## config.mk

```make
export PLATFORM = sky130hd
export DESIGN_NAME = aligned_bump_allocator_with_overflow
export DESIGN_NICKNAME = d
export VERILOG_FILES = /design/src/abao_pkg.sv /design/src/aligned_bump_allocator_with_overflow.sv /design/src/abao_chunk_mem.sv
export VERILOG_INCLUDE_DIRS = /design/src /design/src/src
export SDC_FILE = /design/constraint.sdc
export NUM_CORES = 1
export LEC_CHECK = 0
export ABC_CLOCK_PERIOD_IN_PS = 21200
export BUFFER_PORTS_ARGS = -buffer_cell sky130_fd_sc_hd__buf_2
export CORE_AREA = 4 4 329 331
export DETAILED_ROUTE_END_ITERATION = 10
export DIE_AREA = 0 0 333 335
export PLACE_DENSITY = 0.52
export SYNTH_ARGS = -nofsm -noshare
export SYNTH_HDL_FRONTEND = slang
export SYNTH_SLANG_ARGS = --single-unit
```

## constraint.sdc

```tcl
create_clock -name clk_i -period 21.2 [get_ports clk_i]
set_clock_uncertainty 0.2 [all_clocks]
set_input_delay 4.24 -clock clk_i [delete_from_list [all_inputs] [get_ports clk_i]]
set_output_delay 4.24 -clock clk_i [all_outputs]
set_load 0.005 [all_outputs]
```

## src/aligned_bump_allocator_with_overflow_defines.svh

```systemverilog
// ----------------------------------------------------------------------------
// Assertion macros for the aligned bump allocator
// Shared helpers that clock on clk_i and are disabled while rst_ni is low.
// ----------------------------------------------------------------------------
`ifndef ALIGNED_BUMP_ALLOCATOR_WITH_OVERFLOW_DEFINES_SVH
`define ALIGNED_BUMP_ALLOCATOR_WITH_OVERFLOW_DEFINES_SVH

// Consequent must hold in the same cycle as the antecedent.
`define ABAO_ASSERT_SAME(label, ante, cons) \
  label: assert property (@(posedge clk_i) disable iff (!rst_ni) (ante) |-> (cons)) \
    else $error("aligned bump allocator check failed");

// Consequent must hold in the cycle after the antecedent.
`define ABAO_ASSERT_NEXT(label, ante, cons) \
  label: assert property (@(posedge clk_i) disable iff (!rst_ni) (ante) |=> (cons)) \
    else $error("aligned bump allocator check failed");

`endif

```

## src/abao_pkg.sv

```systemverilog
// ----------------------------------------------------------------------------
// abao_pkg
// Constants, types and helpers shared by the bump allocator and its memory.
// ----------------------------------------------------------------------------
package abao_pkg;

  localparam int unsigned MAX_CHUNKS = 8;
  localparam int unsigned IDX_W      = (MAX_CHUNKS > 1) ? $clog2(MAX_CHUNKS) : 1;
  localparam int unsigned CNT_W      = $clog2(MAX_CHUNKS + 1);
  localparam int unsigned REGION_W   = 4;
  localparam int unsigned PADDR_W    = 3;

  localparam logic [31:0] DEFAULT_ALIGN_MASK = 32'h0000_000F;
  localparam logic [31:0] CHUNK_GRAIN_MASK   = 32'h0000_FFFF;
  localparam logic [31:0] DEFAULT_BASE       = 32'h0010_0000;

  // Register index as seen on paddr[2].
  localparam logic REG_BASE_SIZE = 1'b0;

  typedef enum logic {
    OP_ALLOC = 1'b0,
    OP_RESET = 1'b1
  } op_e;

  typedef enum logic [2:0] {
    ST_IDLE,
    ST_MAIN_AL,
    ST_MAIN_CK,
    ST_RD,
    ST_CH_AL,
    ST_CH_CK,
    ST_OPEN
  } state_e;

  typedef struct packed {
    logic [31:0] offset;
    logic [31:0] size;
  } chunk_entry_t;

  typedef struct packed {
    logic             en;
    logic [IDX_W-1:0] addr;
    chunk_entry_t     data;
  } chunk_wr_t;

  // Round v up with the given low-bit mask, keeping the carry in bit 32.
  function automatic logic [32:0] align_up(logic [31:0] v, logic [31:0] m);
    logic [32:0] s;
    s = {1'b0, v} + {1'b0, m};
    return s & {1'b1, ~m};
  endfunction

endpackage

```

## src/aligned_bump_allocator_with_overflow.sv

```systemverilog
// ----------------------------------------------------------------------------
// aligned_bump_allocator_with_overflow
// Per-frame linear allocator with a main region and overflow chunks.
// ----------------------------------------------------------------------------
// Usage: a request beat is taken when start is high and busy is low. An
// allocate beat aligns the main offset and grants space there if it fits;
// otherwise the open overflow chunks are tried in order, and if none fits a
// new chunk is opened, or table_full is set if the table is full. A reset
// beat empties the main region and closes all chunks. Every beat gives
// exactly one result, shown for one cycle with done high; the receiver cannot
// stall it. A reset beat or a zero size gives its result in the cycle after
// the accepting edge. An allocate beat steps through ST_MAIN_AL, ST_MAIN_CK,
// then ST_RD, ST_CH_AL and ST_CH_CK per chunk tried, and ST_OPEN when a chunk
// is opened; done is registered from the last. Each chunk entry takes a read
// of the chunk memory, an align step and a fit compare on one shared
// comparator. busy stays high for the whole scan; the next beat may start in
// the done cycle. After reset base_size is 1 MiB, the main region is empty and
// no chunk is open. The base_size register sits on the APB port at address 0;
// writing zero restores the default.
// ----------------------------------------------------------------------------
`include "aligned_bump_allocator_with_overflow_defines.svh"

module aligned_bump_allocator_with_overflow
  import abao_pkg::*;
(
  input  logic                clk_i,
  input  logic                rst_ni,
  input  logic                start,
  output logic                busy,
  input  logic                operation_i,
  input  logic [31:0]         request_size_i,
  input  logic [31:0]         alignment_i,
  output logic                done_o,
  output logic                granted_o,
  output logic [REGION_W-1:0] region_o,
  output logic [31:0]         grant_offset_o,
  output logic                opened_chunk_o,
  output logic [31:0]         opened_size_o,
  output logic                table_full_o,
  input  logic                psel,
  input  logic                penable,
  input  logic                pwrite,
  input  logic [PADDR_W-1:0]  paddr,
  input  logic [31:0]         pwdata,
  output logic [31:0]         prdata,
  output logic                pready
);

  state_e              state_q, state_d;
  logic [31:0]         base_size_q;
  logic [31:0]         main_offset_q, main_offset_d;
  logic [CNT_W-1:0]    chunk_count_q, chunk_count_d;
  logic [IDX_W-1:0]    idx_q, idx_d;
  logic [31:0]         size_q, size_d;
  logic [31:0]         mask_q, mask_d;
  logic [32:0]         al_q, al_d;

  logic                done_q, done_d;
  logic                granted_q, granted_d;
  logic [REGION_W-1:0] region_q, region_d;
  logic [31:0]         grant_offset_q, grant_offset_d;
  logic                opened_q, opened_d;
  logic [31:0]         opened_size_q, opened_size_d;
  logic                table_full_q, table_full_d;

  chunk_wr_t           wr;
  chunk_entry_t        rd_entry;

  logic [31:0]         align_src;
  logic [32:0]         aligned;
  logic [33:0]         fit_sum;
  logic [31:0]         limit;
  logic                fit;
  logic [32:0]         cs_raw;
  logic [31:0]         cs;
  logic                last_chunk;
  logic [CNT_W-1:0]    count_inc;
  logic                cfg_wr;

  abao_chunk_mem u_mem (
    .clk_i     (clk_i),
    .wr_i      (wr),
    .rd_addr_i (idx_q),
    .rd_data_o (rd_entry)
  );

  // Shared align unit and fit comparator for the main region and the chunks.
  assign align_src  = (state_q == ST_MAIN_AL) ? main_offset_q : rd_entry.offset;
  assign aligned    = align_up(align_src, mask_q);
  assign fit_sum    = {1'b0, al_q} + {2'b00, size_q};
  assign limit      = (state_q == ST_MAIN_CK) ? base_size_q : rd_entry.size;
  assign fit        = (fit_sum <= {2'b00, limit});

  // New chunk size: request rounded to 64 KiB, at least base_size, saturated.
  assign cs_raw     = align_up(size_q, CHUNK_GRAIN_MASK);
  assign cs         = (cs_raw < {1'b0, base_size_q}) ? base_size_q :
                      (cs_raw[32] ? 32'hFFFF_FFFF : cs_raw[31:0]);

  assign count_inc  = chunk_count_q + CNT_W'(1);
  assign last_chunk = ((CNT_W'(idx_q) + CNT_W'(1)) == chunk_count_q);

  assign busy       = (state_q != ST_IDLE);

  always_comb begin
    state_d        = state_q;
    main_offset_d  = main_offset_q;
    chunk_count_d  = chunk_count_q;
    idx_d          = idx_q;
    size_d         = size_q;
    mask_d         = mask_q;
    al_d           = al_q;
    done_d         = 1'b0;
    granted_d      = granted_q;
    region_d       = region_q;
    grant_offset_d = grant_offset_q;
    opened_d       = opened_q;
    opened_size_d  = opened_size_q;
    table_full_d   = table_full_q;
    wr             = '0;

    case (state_q)
      ST_IDLE: begin
        if (start) begin
          if (operation_i == OP_RESET || request_size_i == '0) begin
            if (operation_i == OP_RESET) begin
              main_offset_d = '0;
              chunk_count_d = '0;
            end
            done_d         = 1'b1;
            granted_d      = 1'b0;
            region_d       = '0;
            grant_offset_d = '0;
            opened_d       = 1'b0;
            opened_size_d  = '0;
            table_full_d   = 1'b0;
          end else begin
            size_d  = request_size_i;
            mask_d  = (alignment_i == '0) ? DEFAULT_ALIGN_MASK : alignment_i - 32'd1;
            state_d = ST_MAIN_AL;
          end
        end
      end
      ST_MAIN_AL: begin
        al_d    = aligned;
        state_d = ST_MAIN_CK;
      end
      ST_MAIN_CK, ST_CH_CK: begin
        if (fit) begin
          if (state_q == ST_MAIN_CK) begin
            main_offset_d = fit_sum[31:0];
            region_d      = '0;
          end else begin
            wr.en          = 1'b1;
            wr.addr        = idx_q;
            wr.data.offset = fit_sum[31:0];
            wr.data.size   = rd_entry.size;
            region_d       = REGION_W'(CNT_W'(idx_q) + CNT_W'(1));
          end
          done_d         = 1'b1;
          granted_d      = 1'b1;
          grant_offset_d = al_q[31:0];
          opened_d       = 1'b0;
          opened_size_d  = '0;
          table_full_d   = 1'b0;
          state_d        = ST_IDLE;
        end else if (state_q == ST_MAIN_CK && chunk_count_q != '0) begin
          idx_d   = '0;
          state_d = ST_RD;
        end else if (state_q == ST_CH_CK && !last_chunk) begin
          idx_d   = idx_q + IDX_W'(1);
          state_d = ST_RD;
        end else if (chunk_count_q == CNT_W'(MAX_CHUNKS)) begin
          done_d         = 1'b1;
          granted_d      = 1'b0;
          region_d       = '0;
          grant_offset_d = '0;
          opened_d       = 1'b0;
          opened_size_d  = '0;
          table_full_d   = 1'b1;
          state_d        = ST_IDLE;
        end else begin
          state_d = ST_OPEN;
        end
      end
      ST_RD: begin
        state_d = ST_CH_AL;
      end
      ST_CH_AL: begin
        al_d    = aligned;
        state_d = ST_CH_CK;
      end
      ST_OPEN: begin
        wr.en          = 1'b1;
        wr.addr        = chunk_count_q[IDX_W-1:0];
        wr.data.offset = size_q;
        wr.data.size   = cs;
        chunk_count_d  = count_inc;
        done_d         = 1'b1;
        granted_d      = 1'b1;
        region_d       = REGION_W'(count_inc);
        grant_offset_d = '0;
        opened_d       = 1'b1;
        opened_size_d  = cs;
        table_full_d   = 1'b0;
        state_d        = ST_IDLE;
      end
      default: begin
        state_d = ST_IDLE;
      end
    endcase
  end

  always_ff @(posedge clk_i or negedge rst_ni) begin
    if (!rst_ni) begin
      state_q       <= ST_IDLE;
      main_offset_q <= '0;
      chunk_count_q <= '0;
      done_q        <= 1'b0;
    end else begin
      state_q       <= state_d;
      main_offset_q <= main_offset_d;
      chunk_count_q <= chunk_count_d;
      done_q        <= done_d;
    end
  end

  always_ff @(posedge clk_i) begin
    idx_q          <= idx_d;
    size_q         <= size_d;
    mask_q         <= mask_d;
    al_q           <= al_d;
    granted_q      <= granted_d;
    region_q       <= region_d;
    grant_offset_q <= grant_offset_d;
    opened_q       <= opened_d;
    opened_size_q  <= opened_size_d;
    table_full_q   <= table_full_d;
  end

  // Configuration register.
  assign cfg_wr = psel && penable && pwrite && (paddr[2] == REG_BASE_SIZE);

  always_ff @(posedge clk_i or negedge rst_ni) begin
    if (!rst_ni) begin
      base_size_q <= DEFAULT_BASE;
    end else if (cfg_wr) begin
      base_size_q <= (pwdata == '0) ? DEFAULT_BASE : pwdata;
    end
  end

  assign prdata = (paddr[2] == REG_BASE_SIZE) ? base_size_q : '0;
  assign pready = 1'b1;

  assign done_o         = done_q;
  assign granted_o      = granted_q;
  assign region_o       = region_q;
  assign grant_offset_o = grant_offset_q;
  assign opened_chunk_o = opened_q;
  assign opened_size_o  = opened_size_q;
  assign table_full_o   = table_full_q;

  `ABAO_ASSERT_SAME(a_grant_or_full, done_o, !(granted_o && table_full_o))
  `ABAO_ASSERT_NEXT(a_frame_reset, start && !busy && operation_i == OP_RESET,
                    done_o && !granted_o && chunk_count_q == '0 && main_offset_q == '0)
  `ABAO_ASSERT_SAME(a_count_bound, 1'b1, chunk_count_q <= CNT_W'(MAX_CHUNKS))
  `ABAO_ASSERT_SAME(a_open_region, done_o && opened_chunk_o,
                    granted_o && region_o == REGION_W'(chunk_count_q))
  `ABAO_ASSERT_SAME(a_done_idle, done_o, state_q == ST_IDLE)

endmodule

```

## src/abao_chunk_mem.sv

```systemverilog
// ----------------------------------------------------------------------------
// abao_chunk_mem
// Overflow chunk table: one write port, one read port with registered data.
// ----------------------------------------------------------------------------
module abao_chunk_mem
  import abao_pkg::*;
(
  input  logic             clk_i,
  input  chunk_wr_t        wr_i,
  input  logic [IDX_W-1:0] rd_addr_i,
  output chunk_entry_t     rd_data_o
);

  chunk_entry_t mem_q [MAX_CHUNKS];
  chunk_entry_t rd_data_q;

  always_ff @(posedge clk_i) begin
    if (wr_i.en) begin
      mem_q[wr_i.addr] <= wr_i.data;
    end
  end

  always_ff @(posedge clk_i) begin
    rd_data_q <= mem_q[rd_addr_i];
  end

  assign rd_data_o = rd_data_q;

endmodule

```

==> reports/results.txt, run 1 <==
Pre-antenna DRT Iters - 5
commonest non-fill, non-tap cell in the layout - edfxtp_1
Critical Path Sink Type - output pin
die height - 335 µm
Worst Hold Class - reg -> reg
Ys Warns - 0
worst skew pair latency - 670 ps
Psw - 0.00241 W
Layout Nets - 2835
CP Max Fanout - 33
status - complete, no violations
combinational share of power - 39.1%
HPWL Detailed - 68300 µm
critical path class - in -> out
vias per inst - 5.39
Final min period - 9600 ps
sequential fraction of the synthesis area - 64.3%
CTS sink cnt - 819
RSZ-0062 raised after global routing - no
met3 Use GR - 4.66%
Via Count - 22000
Hold Slack - 310 ps
number of synthesized flops with an enable pin - 683
clk buf depth - 3
Antenna Nets Post-Route - 0
busiest layer in global routing - met2
final hold vios - 0
initial drt markers - 2012
Initial Util - 34.9%
Max-slew headroom - 23.9%
GRT Total Usage - 18.4%
Post-CTS Resized - 0
clk slew on worst S/H paths - 60 ps
layout cells sized above 1 - 26.7%
M1 GR Usage - 25.9%
Post-Synthesis Cells - 2367
P_leak - 15.9 nW
Root Buffer - clkbuf_16
Post-Syn Nets - 2590
die area - 0.112 mm²
IO Pins - 212
ys flop type - edfxtp_1
Syn Area/Cell - 15.5 µm²
GR Overflow Total - 0
WL/cell - 25.8 µm
clock power share - 24.5%
# fillers - 9711
CP Data Arrival Time - 5160 ps
internal power - 0.00415 W
DRC violations left - 0
placed insts - 3909
largest net degree at the start of global routing - 105
fin util - 40.5%
vias in the first global route - 22600
most frequent cells in the layout - edfxtp_1, buf_2, mux2_2
met2 GRT Util - 28.4%
peak supply drop - 0.138 mV
switching share of power - 36.8%
Post-CTS Repair Setup Buffers - 0
Peak Freq - 104 MHz
mapped cell area - 0.0367 mm²
Setup TNS - 0 ps
Die W - 333 µm
CTS tree - built
post-synthesis cell type count - 87
crit share post-route - 45.3%
CP required - 16760 ps
Setup violations, final - 0
async set-reset flop share out of synthesis - 8.79%
initial antenna violation count - 2
drt total wl - 105000 µm
Pwr Density - 154 mW/mm²
Cell Rows - 119
Synth Register Bits - 819
post-route setup slack - 11600 ps
Slew Limit Fails - 0
Layout Area Growth over Synthesis - 16.1%
Final Non-Filler Cells - 4082
Flop pwr share - 36.4%
H-tree Lvls - 3
maxcap violations - 0
Core Area - 0.105 mm²
Final GP Congestion - 0.861
hold_buf cts - 0
worst slew pin tran - 1140 ps
crit path launch type - input port
TritonCTS buffer count - 92
first-pass GRT wire length - 152000 µm
pre-CTS setup slack - 11560 ps
PortBufs - 208
power by group through the flow:
stage / registers (W) / logic [W] / clock network (W)
6_report: 0.00239 / 0.00257 / 0.00161
5_1_grt: 0.00242 / 0.00279 / 0.00171
4_1_cts: 0.00239 / 0.00258 / 0.00165
3_5_place_dp: 0.00242 / 0.00256 / 0
3_3_place_gp: 0.00241 / 0.00251 / 0
2_1_floorplan: 0.00235 / 0.00173 / 0
synthesized netlist by cell type (4+ instances only):
cell,n,area (µm²)
nand4_1,28,175
clkbuf_1,68,255
xnor2_1,60,526
and3_1,49,307
a21oi_1,97,485
or3_1,10,62.6
and2_1,19,119
a22o_1,31,272
o21bai_1,13,97.6
o21a_1,10,75.1
mux2_2,131,1480
buf_2,10,50.1
o21ai_0,39,195
nand2b_1,9,56.3
nor4_1,27,169
a31o_2,16,140
nor2b_1,34,213
nand3b_1,4,30.0
xor2_1,32,280
mux4_2,128,2880
inv_1,81,304
o41ai_1,4,35.0
a31oi_1,15,93.8
dfrtp_1,71,1780
nand2_1,82,308
edfxtp_1,683,20500
dfxtp_1,64,1280
buf_1,14,52.6
a21o_1,82,616
o2bb2ai_1,5,43.8
nor2_1,122,458
a311o_1,4,40.0
nand3_1,22,110
a211oi_1,13,97.6
o31ai_1,5,37.5
ha_1,115,1440
mux2i_1,60,601
nor3_1,32,160
state kept, by name, indices dropped and copies added, names as in the netlist:
name	count
mask_q	32
opened_size_o	32
opened_chunk_o	1
done_o	1
main_offset_q	32
size_q	32
granted_o	1
base_size_q	32
idx_q	3
state_q	3
table_full_o	1
al_q	33
region_o	4
chunk_count_q	4
grant_offset_o	32
u_mem.rd_data_o	64
u_mem.mem_q	512
through the flow:
step / total power [W] / instance area [µm²]
after CTS: 0.00661 / 42600
after global routing: 0.00692 / 42600
after floorplan: 0.00408 / 36700
after detailed placement: 0.00498 / 39500
after global placement: 0.00492 / 39500
final: 0.00656 / 42600
layer usage:
metal,up-vias,part of all wire (%)
li1,9745,-
met1,11300,45
met2,799,45
met3,179,7.5
met4,2,2.9
met5,-,0.012
critical path, stage by stage:
cell and delay (ps):
buf_2 620, nor2b_1 120, buf_2 170
kinds of logic (layout without fill, tap and decap cells):
kind of cell	after synthesis	after routing	synth area share, %
buf+inv	180	502	1.98
fa+ha+maj	117	117	4.03
simple gates	462	462	6.50
mux	321	321	13.6
xor+xnor	92	92	2.20
other cells	1	3	0.0102
compound gates	375	375	7.34
flops	819	819	64.3
layout make-up:
type                    count  area, µm²  share of cell area (%)
diodes                      2       5.00                  0.0118
clock inverters            51        512                    1.20
flip-flops and latches    819      23600                    55.4
multi-input cells        1368      12400                    29.2
repair buffers            250       1370                    3.22
inverters                  81        304                   0.714
clock buffers             120       2590                    6.09
well taps                1391       1740                    4.09
worst paths after layout:
path,from,slack (ps),to,cells past startpoint
worst max-delay path,paddr[2],11600,prdata[1],3
worst min-delay path,main_offset_q[1],310,main_offset_q[1],1
worst max register to register,size_q[0],13050,u_mem.mem_q[3][60],21
worst min register to register,main_offset_q[1],310,main_offset_q[1],1
max in group asynchronous,rst_ni,16230,base_size_q[0],2
min in group asynchronous,rst_ni,3350,main_offset_q[27],1
Power figures use the tool's default switching activity.
==> run 2, diff against run 1 <==
- ABC_AREA: unset -> 1
- ABC_CLOCK_PERIOD_IN_PS: 21200 -> 8220
- CORE_AREA: 4 4 329 331 -> 4 4 336 338
- DIE_AREA: 0 0 333 335 -> 0 0 340 342
- PLACE_DENSITY: 0.52 -> 0.54
- clock period: 21.2 -> 8.22 ns (I/O delays scaled with it)
==> reports/results.txt, run 2 <==
GR Overflow Total - 0 (unchanged)
H-tree Lvls - 3 (unchanged)
placed insts - 5330 (+36%)
Post-CTS Resized - 0 (unchanged)
Post-Syn Nets - 3974 (+53%)
mapped cell area - 0.0382 mm² (+4.1%)
Final min period - 6490 ps
PortBufs - 208 (unchanged)
initial antenna violation count - 3 (+1)
vias in the first global route - 26500 (+17%)
Worst Hold Class - reg -> reg
post-synth top area share - 53.7% (-2.2 points)
vias per inst - 5.09 (-5.6%)
CTS tree - built
Synth Register Bits - 819 (unchanged)
count leader, synth - nor2_1
crit share post-route - 79.0%
Max-slew headroom - 18.0% (-5.8 points)
Antenna Nets Post-Route - 0 (unchanged)
peak supply drop - 0.289 mV (+110%)
largest net degree at the start of global routing - 208 (+98%)
Final GP Congestion - 0.904 (+5.0%)
initial drt markers - 2714 (+35%)
clk buf depth - 3 (unchanged)
status - complete, no violations
Final Non-Filler Cells - 5486 (+34%)
maxcap violations - 0 (unchanged)
RSZ-0062 raised after global routing - no
Initial Util - 34.7% (-0.21 points)
WL met3 - 8880 µm (+12%)
Syn Area/Cell - 10.2 µm² (-34%)
worst skew pair latency - 670 ps (about the same)
number of synthesized flops with an enable pin - 683 (unchanged)
Layout Area Growth over Synthesis - 14.4%
Post-Synthesis Cells - 3751 (+58%)
clk slew on worst S/H paths - 60 ps (about the same)
ys flop type - edfxtp_1
Crit path max-delay family - simple AND/OR/NAND/NOR gates
post-synth top area cell - edfxtp_1
P_leak - 17.1 nW (+7.8%)
HPWL Detailed - 77000 µm (+13%)
final hold vios - 0 (unchanged)
Critical Path Sink Type - register
CP Max Fanout - 16 (-52%)
highest metal used - met4
metal2 WL - 51800 µm (+9.9%)
GRT Total Usage - 19.5% (+1.1 points)
Pre-antenna DRT Iters - 6 (+1)
largest stage delay on the critical path - 1020 ps (+400 ps)
slowest cell on the critical path - o21ai_0
Setup violations, final - 0 (unchanged)
Die W - 340 µm (+2.1%)
commonest cells in the synthesized netlist - nor2_1, edfxtp_1, nand2_1
Post-Route M1 WL - 53800 µm (+14%)
die height - 342 µm (+2.1%)
die area - 0.116 mm² (+4.2%)
CP Data Arrival Time - 6560 ps (+1400 ps)
most frequent cells in the layout - nor2_1, edfxtp_1, nand2_1
Root Buffer - clkbuf_16
IO Pins - 212 (unchanged)
crit-path cells - ha_1 > nand2_1 > nor3_1 > nand2_1 > nand2_1 > nand2_1 > o21bai_1 > nand4_1 > nand2_1 > xor2_1 > inv_1 > ha_1 > nand4_1 > nor4_1 > nand4_1 > nand2_1 > nand2_4 > nor2_4 > inv_2 > o21ai_0
crit path launch type - register
Setup TNS - 0 ps (unchanged)
Slew Limit Fails - 0 (unchanged)
first-pass GRT wire length - 171000 µm (+12%)
TritonCTS buffer count - 84 (-8.7%)
Via Count - 27900 (+27%)
Worst Path Buf+Inv - 2 (unchanged)
max reg flops - 512 (unchanged)
Cell Rows - 122 (+2.5%)
Layout Nets - 4151 (+46%)
Peak Freq - 154 MHz
DRC violations left - 0 (unchanged)
hold_buf cts - 0 (unchanged)
Post-CTS Repair Setup Buffers - 0 (unchanged)
post-synthesis cell type count - 57 (-34%)
commonest non-fill, non-tap cell in the layout - nor2_1
worst slew pin tran - 1220 ps (+74.6 ps)
layout cells sized above 1 - 11.3% (-15 points)
Top reg by flops - u_mem.mem_q
Core Area - 0.110 mm² (+4.7%)
Pwr Density - 404 mW/mm² (+160%)
async set-reset flop share out of synthesis - 8.79% (unchanged)
most used cell, CP - nand2_1
Synth area leaders - edfxtp_1, nor2_1, o21ai_0
drt total wl - 116000 µm (+10%)
CTS sink cnt - 819 (unchanged)
critical path class - reg -> reg
CP required - 8290 ps (-8470 ps)
Ys Warns - 0 (unchanged)
sequential fraction of the synthesis area - 61.8% (-2.5 points)
WL/cell - 21.2 µm (-18%)
[run 2: cells by family after synthesis]
family          synth area share, %
buf+inv                        5.03
simple gates                   15.9
xor+xnor                       1.86
fa+ha+maj                      3.88
mux                           0.944
other cells                 0.00983
compound gates                 10.5
flops                          61.8
[run 2: worst paths after layout]
check | startpoint | end | slack (ps) | depth (start not counted)
worst max-delay path | size_q[7] | u_mem.mem_q[5][35] | 1730 | 20
worst min-delay path | base_size_q[21] | base_size_q[21] | 280 | 2
worst max register to register | size_q[7] | u_mem.mem_q[5][35] | 1730 | 20
worst min register to register | base_size_q[21] | base_size_q[21] | 280 | 2
max in group asynchronous | rst_ni | base_size_q[1] | 5910 | 2
min in group asynchronous | rst_ni | main_offset_q[22] | 710 | 1
[run 2: per-stage QoR]
| stage | power (W) | worst slack (ps) | util, % | cell area (µm²) | hold slack, ps |
|---|---|---|---|---|---|
| final | 0.0176 | 1730 | 39.7 | 43700 | 284 |
| after global routing | 0.0188 | 1410 | 39.7 | 43700 | 307 |
| after floorplan | 0.0111 | 1620 | - | 38200 | 249 |
| after detailed placement | 0.0138 | 1830 | 37.2 | 40900 | 270 |
| after global placement | 0.0138 | 1860 | 37.2 | 40900 | 261 |
| after CTS | 0.0177 | 1800 | 39.7 | 43700 | 286 |
[run 2: area by class of cell]
type / count / area [µm²]
Fill cell: 10800 / 66400
Sequential cell: 819 / 23600
Multi-Input combinational cell: 2435 / 12700
Clock buffer: 116 / 2320
Tap cell: 1488 / 1860
Timing Repair Buffer: 248 / 1440
Inverter: 340 / 1290
Clock inverter: 39 / 409
Antenna cell: 1 / 2.50
[run 2: tightest hold or removal path: stages, from the launching register on]
cell and delay [ps]:
dfrtp_1 340, nand2_1 50, o21ai_0 60
[run 2: where the power goes]
group | switching (W) | leakage (nW) | internal, W | total (W)
registers | 0.000456 | 7.83 | 0.00596 | 0.00641
clock network | 0.00164 | 1.33 | 0.00218 | 0.00382
logic | 0.00527 | 7.94 | 0.00213 | 0.00740
total | 0.00737 | 17.1 | 0.0103 | 0.0176
[run 2: per-layer routing]
layer | track usage [%] | vias to the layer above
li1 | - | 13300
met1 | 28.2 | 13500
met4 | 3.65 | 0
met3 | 4.24 | 126
met5 | 0 | -
met2 | 30.5 | 956
